`config.mk`:
```
export PLATFORM = sky130hd
export DESIGN_NAME = tiered_poll_scheduler_core
export DESIGN_NICKNAME = d
export VERILOG_FILES = /design/src/hdl/tps_pkg.sv /design/src/hdl/tiered_poll_scheduler_core.sv
export VERILOG_INCLUDE_DIRS = /design/src /design/src/hdl
export SDC_FILE = /design/constraint.sdc
export NUM_CORES = 2
export LEC_CHECK = 0
export BUFFER_PORTS_ARGS = -buffer_cell sky130_fd_sc_hd__clkbuf_2
export CAP_MARGIN = 20
export CORE_MARGIN = 2
export CORE_UTILIZATION = 45
export DETAILED_ROUTE_END_ITERATION = 10
export HOLD_SLACK_MARGIN = 0.05
export MAX_ROUTING_LAYER = met4
export SYNTH_ARGS = -nofsm -noshare
export SYNTH_HDL_FRONTEND = slang
export SYNTH_SLANG_ARGS = --single-unit
```
`constraint.sdc`:
```
create_clock -name clk -period 14.7 [get_ports clk]
set_input_delay 0.735 -clock clk [delete_from_list [all_inputs] [get_ports clk]]
set_output_delay 0.735 -clock clk [all_outputs]
set_load 0.05 [all_outputs]
```
`src/hdl/assert_macros.svh`:
```
// assertion macros used by tiered_poll_scheduler_core
`ifndef ASSERT_MACROS_SVH
`define ASSERT_MACROS_SVH
// implication checked on every clock edge outside reset
`define ASSERT_IMPL(label, clk, rst_n, ante, cons, msg) \
	label: assert property (@(posedge clk) disable iff (!rst_n) (ante) |-> (cons)) \
		else $error(msg);
// implication whose consequent is checked in the cycle after the antecedent
`define ASSERT_NEXT(label, clk, rst_n, ante, cons, msg) \
	label: assert property (@(posedge clk) disable iff (!rst_n) (ante) |=> (cons)) \
		else $error(msg);
`endif

```
`src/hdl/tps_pkg.sv`:
```
// package for the tiered poll scheduler: codes, constants and types
`timescale 1ns / 1ps
`default_nettype none
package tps_pkg;
	localparam int unsigned MaxEntriesDefault = 32;
	localparam logic [31:0] ReinitMs = 32'd30000;
	localparam logic [31:0] BackoffShortMs = 32'd5000;
	localparam logic [31:0] BackoffLongMs = 32'd30000;

	typedef enum logic [2:0] {
		OP_CLEAR = 3'd0,
		OP_ADD = 3'd1,
		OP_SUPPORT = 3'd2,
		OP_POLL = 3'd3,
		OP_REPLY = 3'd4
	} op_t;

	typedef enum logic [2:0] {
		ACT_NONE = 3'd0,
		ACT_REQUEST = 3'd1,
		ACT_REINIT = 3'd2,
		ACT_FORWARD = 3'd3,
		ACT_STATUS = 3'd4
	} action_t;

	typedef enum logic [2:0] {
		REG_BASE = 3'd0,
		REG_TIER1 = 3'd1,
		REG_TIER2 = 3'd2,
		REG_TIER3 = 3'd3,
		REG_STATUS = 3'd4
	} reg_idx_t;
endpackage
`default_nettype wire

```
`src/hdl/tiered_poll_scheduler_core.sv`:
```
// tiered poll scheduler: entry table, round-robin scan and reply handling
// add, clear and reply: accept, then ST_EXEC, then result valid in ST_DONE
// support map: ST_EXEC, then ST_MAP at one table entry per cycle, then ST_DONE
// poll tick: EXEC, WRAP, then SCAN and MUL per entry, then DONE; EXEC to DONE if idle
// one item at a time; in_stall stays high from accept until the result is taken
// reset: arst_n clears control state and registers go to their documented values
`timescale 1ns / 1ps
`default_nettype none
`include "assert_macros.svh"
module tiered_poll_scheduler_core #(
	parameter int unsigned MAX_ENTRIES = tps_pkg::MaxEntriesDefault
) (
	input wire logic clk,
	input wire logic arst_n,
	input wire logic cfg_we,
	input wire logic [2:0] cfg_index,
	input wire logic [15:0] cfg_data,
	input wire logic in_valid,
	output logic in_stall,
	input wire logic [2:0] op,
	input wire logic [31:0] now_ms,
	input wire logic link_ready,
	input wire logic [7:0] entry_id,
	input wire logic [1:0] entry_tier,
	input wire logic support_known,
	input wire logic [31:0] support_bits,
	input wire logic reply_ok,
	input wire logic reply_no_data,
	input wire logic reply_has_data,
	input wire logic [7:0] reply_first_byte,
	input wire logic [4:0] stored_code_count,
	output logic out_valid,
	input wire logic out_stall,
	output logic [2:0] action,
	output logic [7:0] request_id,
	output logic lamp_on,
	output logic [6:0] ecu_code_count,
	output logic fetch_codes,
	output logic entry_disabled
);
	import tps_pkg::*;

	localparam int unsigned IW = (MAX_ENTRIES > 1) ? $clog2(MAX_ENTRIES) : 1;
	localparam int unsigned CW = $clog2(MAX_ENTRIES + 1);

	typedef enum logic [6:0] {
		ST_IDLE = 7'b0000001,
		ST_EXEC = 7'b0000010,
		ST_MAP = 7'b0000100,
		ST_SCAN = 7'b0001000,
		ST_MUL = 7'b0010000,
		ST_DONE = 7'b0100000,
		ST_WRAP = 7'b1000000
	} state_t;

	state_t state_q;

	// configuration
	logic [15:0] base_q;
	logic [7:0] mult1_q, mult2_q, mult3_q, status_id_q;

	// entry tables, one register per entry, read at the pointer or the pending index
	logic [7:0] id_q [MAX_ENTRIES];
	logic [1:0] tier_q [MAX_ENTRIES];
	logic [31:0] last_poll_q [MAX_ENTRIES];
	logic sup_q [MAX_ENTRIES];
	logic [1:0] nd_q [MAX_ENTRIES];

	logic [CW-1:0] count_q;
	logic [IW-1:0] scan_q, pend_idx_q, ptr_q;
	logic [CW-1:0] left_q;
	logic [3:0] fail_q;
	logic [31:0] last_att_q, last_init_q, pend_time_q;
	logic pend_valid_q;
	logic lamp_q;
	logic [6:0] codes_q;

	// latched item
	logic [2:0] op_q;
	logic [31:0] now_q, bits_q;
	logic link_q, known_q, r_ok_q, r_nd_q, r_has_q;
	logic [7:0] e_id_q, r_byte_q;
	logic [1:0] e_tier_q;
	logic [4:0] stored_q;

	// shared multiplier result and elapsed time for the current entry
	logic [31:0] ivl_q, elapsed_q;
	logic [2:0] act_q;
	logic [7:0] req_q;
	logic fetch_q, dis_q;

	logic in_acc, out_acc;
	logic [IW-1:0] next_idx;
	logic [7:0] mult_sel;
	logic [31:0] wait_ms;

	assign in_acc = in_valid && !in_stall;
	assign out_acc = out_valid && !out_stall;
	assign in_stall = (state_q != ST_IDLE);
	assign out_valid = (state_q == ST_DONE);

	// round-robin successor of the scan index, valid while the index is below the count
	assign next_idx = ({1'b0, scan_q} + 1'b1 >= (IW + 1)'(count_q)) ? '0 : scan_q + 1'b1;

	// multiplier for the tier of the entry under the pointer
	always_comb begin
		unique case (tier_q[ptr_q])
			2'd1: mult_sel = mult1_q;
			2'd2: mult_sel = mult2_q;
			2'd3: mult_sel = mult3_q;
			default: mult_sel = 8'd1;
		endcase
	end

	assign wait_ms = (fail_q >= 4'd10) ? BackoffLongMs : BackoffShortMs;

	assign action = act_q;
	assign request_id = req_q;
	assign lamp_on = lamp_q;
	assign ecu_code_count = codes_q;
	assign fetch_codes = fetch_q;
	assign entry_disabled = dis_q;

	// configuration writes
	always_ff @(posedge clk or negedge arst_n) begin
		if (!arst_n) begin
			base_q <= 16'd100;
			mult1_q <= 8'd1;
			mult2_q <= 8'd4;
			mult3_q <= 8'd20;
			status_id_q <= 8'd1;
		end else if (cfg_we) begin
			unique case (cfg_index)
				REG_BASE: base_q <= cfg_data;
				REG_TIER1: mult1_q <= cfg_data[7:0];
				REG_TIER2: mult2_q <= cfg_data[7:0];
				REG_TIER3: mult3_q <= cfg_data[7:0];
				REG_STATUS: status_id_q <= cfg_data[7:0];
				default: ;
			endcase
		end
	end

	// item latch
	always_ff @(posedge clk) begin
		if (in_acc) begin
			op_q <= op;
			now_q <= now_ms;
			link_q <= link_ready;
			e_id_q <= entry_id;
			e_tier_q <= entry_tier;
			known_q <= support_known;
			bits_q <= support_bits;
			r_ok_q <= reply_ok;
			r_nd_q <= reply_no_data;
			r_has_q <= reply_has_data;
			r_byte_q <= reply_first_byte;
			stored_q <= stored_code_count;
		end
	end

	// table payload (no reset, reads of unwritten entries are don't-care)
	always_ff @(posedge clk) begin
		if (state_q == ST_EXEC && op_q == OP_ADD && count_q < CW'(MAX_ENTRIES)) begin
			id_q[count_q[IW-1:0]] <= e_id_q;
			tier_q[count_q[IW-1:0]] <= e_tier_q;
			last_poll_q[count_q[IW-1:0]] <= '0;
		end
		if (state_q == ST_EXEC && op_q == OP_REPLY && pend_valid_q
				&& CW'(pend_idx_q) < count_q && r_ok_q) begin
			last_poll_q[pend_idx_q] <= pend_time_q;
		end
	end

	// sequencer
	always_ff @(posedge clk or negedge arst_n) begin
		if (!arst_n) begin
			state_q <= ST_IDLE;
			count_q <= '0;
			scan_q <= '0;
			ptr_q <= '0;
			left_q <= '0;
			fail_q <= '0;
			last_att_q <= '0;
			last_init_q <= '0;
			pend_idx_q <= '0;
			pend_time_q <= '0;
			pend_valid_q <= 1'b0;
			lamp_q <= 1'b0;
			codes_q <= '0;
			act_q <= ACT_NONE;
			req_q <= '0;
			fetch_q <= 1'b0;
			dis_q <= 1'b0;
			ivl_q <= '0;
			elapsed_q <= '0;
			for (int i = 0; i < MAX_ENTRIES; i++) begin
				nd_q[i] <= '0;
				sup_q[i] <= 1'b0;
			end
		end else begin
			unique case (state_q)
				ST_IDLE: begin
					if (in_acc) begin
						state_q <= ST_EXEC;
					end
				end
				ST_EXEC: begin
					act_q <= ACT_NONE;
					req_q <= '0;
					fetch_q <= 1'b0;
					dis_q <= 1'b0;
					state_q <= ST_DONE;
					case (op_q)
						OP_CLEAR: begin
							count_q <= '0;
							pend_valid_q <= 1'b0;
						end
						OP_ADD: begin
							if (count_q < CW'(MAX_ENTRIES)) begin
								sup_q[count_q[IW-1:0]] <= 1'b1;
								count_q <= count_q + 1'b1;
							end
						end
						OP_SUPPORT: begin
							ptr_q <= '0;
							left_q <= count_q;
							state_q <= ST_MAP;
						end
						OP_POLL: begin
							if (!link_q) begin
								if (now_q - last_init_q >= ReinitMs) begin
									act_q <= ACT_REINIT;
									last_init_q <= now_q;
								end
							end else if (count_q != '0 && !(fail_q >= 4'd3
									&& now_q - last_att_q < wait_ms)) begin
								left_q <= CW'(scan_q) + CW'(1);
								state_q <= ST_WRAP;
							end
						end
						OP_REPLY: begin
							if (pend_valid_q && CW'(pend_idx_q) < count_q) begin
								pend_valid_q <= 1'b0;
								req_q <= id_q[pend_idx_q];
								if (r_ok_q) begin
									if (id_q[pend_idx_q] == status_id_q && r_has_q) begin
										lamp_q <= r_byte_q[7];
										codes_q <= r_byte_q[6:0];
										fetch_q <= (r_byte_q[6:0] != '0) && (stored_q == '0);
										act_q <= ACT_STATUS;
									end else begin
										act_q <= ACT_FORWARD;
									end
									nd_q[pend_idx_q] <= '0;
									fail_q <= '0;
								end else begin
									if (fail_q != 4'd15) fail_q <= fail_q + 1'b1;
									if (r_nd_q) begin
										if (nd_q[pend_idx_q] >= 2'd2) begin
											nd_q[pend_idx_q] <= 2'd3;
											sup_q[pend_idx_q] <= 1'b0;
											dis_q <= 1'b1;
										end else begin
											nd_q[pend_idx_q] <= nd_q[pend_idx_q] + 1'b1;
										end
									end
								end
							end
						end
						default: ;
					endcase
				end
				// bring the successor of the scan index into range by repeated subtraction
				ST_WRAP: begin
					if (left_q >= count_q) begin
						left_q <= left_q - count_q;
					end else begin
						ptr_q <= left_q[IW-1:0];
						scan_q <= left_q[IW-1:0];
						left_q <= count_q;
						state_q <= ST_SCAN;
					end
				end
				// one table entry per cycle
				ST_MAP: begin
					if (left_q == '0) begin
						state_q <= ST_DONE;
					end else begin
						if (known_q && id_q[ptr_q] >= 8'd1 && id_q[ptr_q] <= 8'd32) begin
							sup_q[ptr_q] <= bits_q[5'(8'd32 - id_q[ptr_q])];
						end else begin
							sup_q[ptr_q] <= 1'b1;
						end
						ptr_q <= ptr_q + 1'b1;
						left_q <= left_q - 1'b1;
					end
				end
				// shared multiplier: tier interval and elapsed time of the entry
				ST_SCAN: begin
					ivl_q <= {8'd0, 24'(base_q) * 24'(mult_sel)};
					elapsed_q <= now_q - last_poll_q[ptr_q];
					state_q <= ST_MUL;
				end
				// compare and advance
				ST_MUL: begin
					if (sup_q[ptr_q] && elapsed_q >= ivl_q) begin
						last_att_q <= now_q;
						pend_idx_q <= ptr_q;
						pend_time_q <= now_q;
						pend_valid_q <= 1'b1;
						act_q <= ACT_REQUEST;
						req_q <= id_q[ptr_q];
						state_q <= ST_DONE;
					end else if (left_q == CW'(1)) begin
						state_q <= ST_DONE;
					end else begin
						left_q <= left_q - 1'b1;
						ptr_q <= next_idx;
						scan_q <= next_idx;
						state_q <= ST_SCAN;
					end
				end
				ST_DONE: begin
					if (out_acc) begin
						state_q <= ST_IDLE;
					end
				end
				default: state_q <= ST_IDLE;
			endcase
		end
	end

	// checks
	`ASSERT_IMPL(a_req_pending, clk, arst_n, out_valid && action == ACT_REQUEST,
		pend_valid_q, "request issued without pending entry")
	`ASSERT_IMPL(a_count_range, clk, arst_n, 1'b1, count_q <= CW'(MAX_ENTRIES),
		"entry count above table size")
	`ASSERT_NEXT(a_done_holds, clk, arst_n, out_valid && out_stall, out_valid && $stable(action),
		"result changed while stalled")
endmodule
`default_nettype wire
```
==> results.py <==
metrics = {
    "grt": {
        "gr-usage-met2": 0.397,
        "maximum_number_of_pins_on_one_net_before_global_route_repair": 132,
        "grt_most_used_layer": "met2",
        "overflow": 0,
        "grt.total_usage": 0.256,
        "grt_first_pass_wirelength_um": 339000,
        "initial_antenna_violation_count": 5,
        "gr-usage-met1": 0.352,
        "grt_pass1_vias": 48900,
        "grt.met3_usage": 0.0432,
    },
    "clock_tree": {
        "clk_transition_reported_paths_ns": 0.06,
        "longest_clk_path_bufs": 3,
        "clk_latency_ns": 0.85,
        "root_buffer": "clkbuf_16",
        "cts_buffers": 186,
        "number_of_sinks_handled_by_clock_tree_synthesis": 1763,
        "cts_setup_buffers": 0,
        "cts_tree": "built",
        "clock_tree.htree_level_count": 4,
    },
    "place": {
        "placement.cell_area_um2": 86200,
        "portBuffers": 141,
        "gp_congestion": 0.945,
        "dpl.hpwl_um": 143000,
        "post-place-ws_ns": 4.73,
    },
    "floorplan": {
        "chipHeight_um": 431,
        "initial_core_util": 0.454,
        "core_area_um2": 181000,
        "dieWidth_um": 431,
        "top_level_ports": 142,
        "floorplan.die_area_um2": 186000,
        "rows": 156,
    },
    "logic_synthesis": {
        "post_synth_most_frequent_cells": "1439 x edfxtp_1, 394 x mux4_2, 315 x dfrtp_1",
        "synthTopCellsByArea": "edfxtp_1 53%, mux4_2 11%, dfrtp_1 9.6%",
        "yosysSeqAreaShare": 0.625,
        "syn-mean-instance-area_um2": 15.5,
        "dominantRegCellSynth": "edfxtp_1",
        "syn-num-nets": 5717,
        "synth_top_area_cell": "edfxtp_1",
        "synth_edf_count": 1439,
        "ys.warnings.count": 0,
        "asyncSetResetFlopFracSynth": 0.184,
        "synthMostInstantiatedCell": "edfxtp_1",
        "synth.ff_latch_count": 1763,
        "post_synth_num_cell_types": 100,
        "netlist_instances": 5312,
        "post_synth_instance_area_um2": 82100,
        "synth_top_area_frac": 0.526,
    },
    "cells_and_area": {
        "final_nets": 6044,
        "area_growth_syn_to_layout_pct": 14.3,
        "fillers": 14700,
        "drive_above_1_share": 0.225,
        "fin_area_um2": 93800,
    },
    "critical_path": {
        "worstPathArrival_ns": 10.62,
        "critical_path_peak_fanout": 99,
        "critical_path.endpoint_type": "flop",
        "critPathSlowestCell": "dfrtp_4",
        "crit_type": "reg -> reg",
        "cp_data_required_time_ns": 15.38,
        "crit_path_max_incr_delay_ns": 1.03,
        "startpoint_type": "flop",
    },
    "drt": {
        "detail_route.vias_per_cell": 6.10,
        "drt_first_pass_iters": 6,
        "routed_wirelength_normalized_by_instance_count_um": 28.4,
        "num_vias": 49800,
        "drtAntennaViolNets": 0,
        "detail_route.iter0.violations": 5410,
        "postRouteWirelength_um": 232000,
        "drcViolationCount": 0,
    },
    "pwr": {
        "pwr-share-comb": 0.192,
        "cellLeakagePower_uw": 0.0315,
        "power.share.sequential": 0.441,
        "p_int_uw": 9430,
        "power.density_nw_per_um2": 140,
        "power_switching_uw": 3680,
        "power.share.switching": 0.281,
        "vdd.ir_drop.worst_uv": 115,
        "pwr-share-clk": 0.367,
    },
    "status": {
        "run_status": "finished clean",
    },
    "sta": {
        "final.setup.tns_ns": 0,
        "fin_crit_sh": 0.676,
        "report.final.hold_viol_count": 0,
        "finClkSkew_ns": 0.0458,
        "setup_viol": 0,
        "max_slew.worst_pin.slew_ns": 1.22,
        "max_clock_freq_ghz": 0.101,
        "layout_min_cycle_time_ns": 9.93,
        "relSlewSlack": 0.184,
        "post-route-worst-setup-slack_ns": 4.77,
        "grt_setup_unrepaired": "false",
        "finalMaxSlewViolations": 0,
    },
    "min_path": {
        "min-delay-path-class": "in -> reg",
    },
    "flow_run": {
        "drv.max_cap_violation_count": 0,
    },
}
[metrics by stage]
step	power, uW	hold slack, ns	utilization	std cells
3_5_place_dp	8350	0.474	0.476	7705
2_1_floorplan	7660	0.439	-	5312
3_3_place_gp	8320	0.458	0.476	7701
6_report	13100	0.0991	0.519	8170
4_1_cts	13200	0.0538	0.516	8141
5_1_grt	13700	0.0907	0.519	8169
[power by group through the flow]
| stage | combinational (uW) | sequential (uW) | clock [uW] |
|---|---|---|---|
| global route | 2850 | 5790 | 5090 |
| finish | 2520 | 5780 | 4820 |
| global placement | 2440 | 5880 | 0 |
| CTS | 2510 | 5780 | 4900 |
| detailed placement | 2470 | 5880 | 0 |
| floorplan | 1840 | 5810 | 0 |
[kinds of logic (layout without fill, tap and decap cells)]
| group | Yosys count | count (layout) | synth area share |
|---|---|---|---|
| xor gates and xnor gates | 104 | 104 | 0.0112 |
| adders and majority gates | 286 | 286 | 0.0515 |
| buffers and inverters | 494 | 978 | 0.0244 |
| muxes | 747 | 747 | 0.155 |
| other | 0 | 4 | 0 |
| AOI/OAI and AO/OA | 906 | 906 | 0.0716 |
| and+or+nand+nor | 1012 | 1012 | 0.0610 |
| DFF | 1763 | 1763 | 0.625 |
[state kept, by name (all words and copies together) (netlist names), 16 cells and up]
name         cells
ivl_q           24
elapsed_q       32
pend_time_q     32
tier_q          64
sup_q           32
base_q          16
now_q           32
id_q           256
last_poll_q   1024
nd_q            64
bits_q          32
last_init_q     32
[path summary, 6_finish.rpt]
kind,startpoint,end,slack (ns),depth (start not counted)
min in group asynchronous,arst_n,request_id[3]$_DFFE_PN0P_,0.60,2
hold / removal,reply_no_data,r_nd_q$_DFFE_PP_,0.1,1
setup / recovery,ptr_q[0]$_DFFE_PN0P_,ivl_q[23]$_DFFE_PN0P_,4.77,28
max in group asynchronous,arst_n,last_init_q[31]$_DFFE_PN0P_,11.17,5
hold reg to reg,elapsed_q[25]$_DFFE_PN0P_,elapsed_q[25]$_DFFE_PN0P_,0.48,2
setup reg to reg,ptr_q[0]$_DFFE_PN0P_,ivl_q[23]$_DFFE_PN0P_,4.77,28
[metal layers]
metal	vias up	wire, um
met5	-	0
met2	2110	109000
li1	21400	-
met3	384	17600
met1	25900	98500
met4	0	6700
[final cells by class]
type	count	area (um^2)	share of cell area
clock buffer	235	5090	0.0543
multi-input combinational	3055	29200	0.311
timing repair buffer	385	3050	0.0325
sequential	1763	51300	0.547
tap	2370	2970	0.0316
inverter	248	936	0.00997
clock inverter	110	1220	0.0130
antenna	4	10.0	0.000107
[cells in the final DEF (no fill, tap or decap), types with 179 or more instances in the layout]
| master | count |
|---|---|
| edfxtp_1 | 1439 |
| ha_1 | 199 |
| inv_1 | 242 |
| nand2_1 | 250 |
| mux2i_1 | 179 |
| nor2_1 | 184 |
| clkbuf_16 | 190 |
| mux4_2 | 394 |
| o21ai_0 | 269 |
| dfrtp_1 | 311 |
[worst max-delay path: cells and delay by family (launching register included)]
kind                       cells  cell delay (ns)
AOI/OAI and AO/OA             11             2.52
adders and majority gates      5             2.48
and+or+nand+nor                5             1.71
buffers and inverters          5             1.09
DFF                            1             1.03
muxes                          1             0.62
xor gates and xnor gates       1             0.19
[what timing repair did]
item / CTS / global route
hold buffers: 91 / 0
hold endpoints to repair: 196 / 0
endpoints found under the setup margin: 0 / 0
resized for setup: 0 / 0
Power figures use the tool's default switching activity.
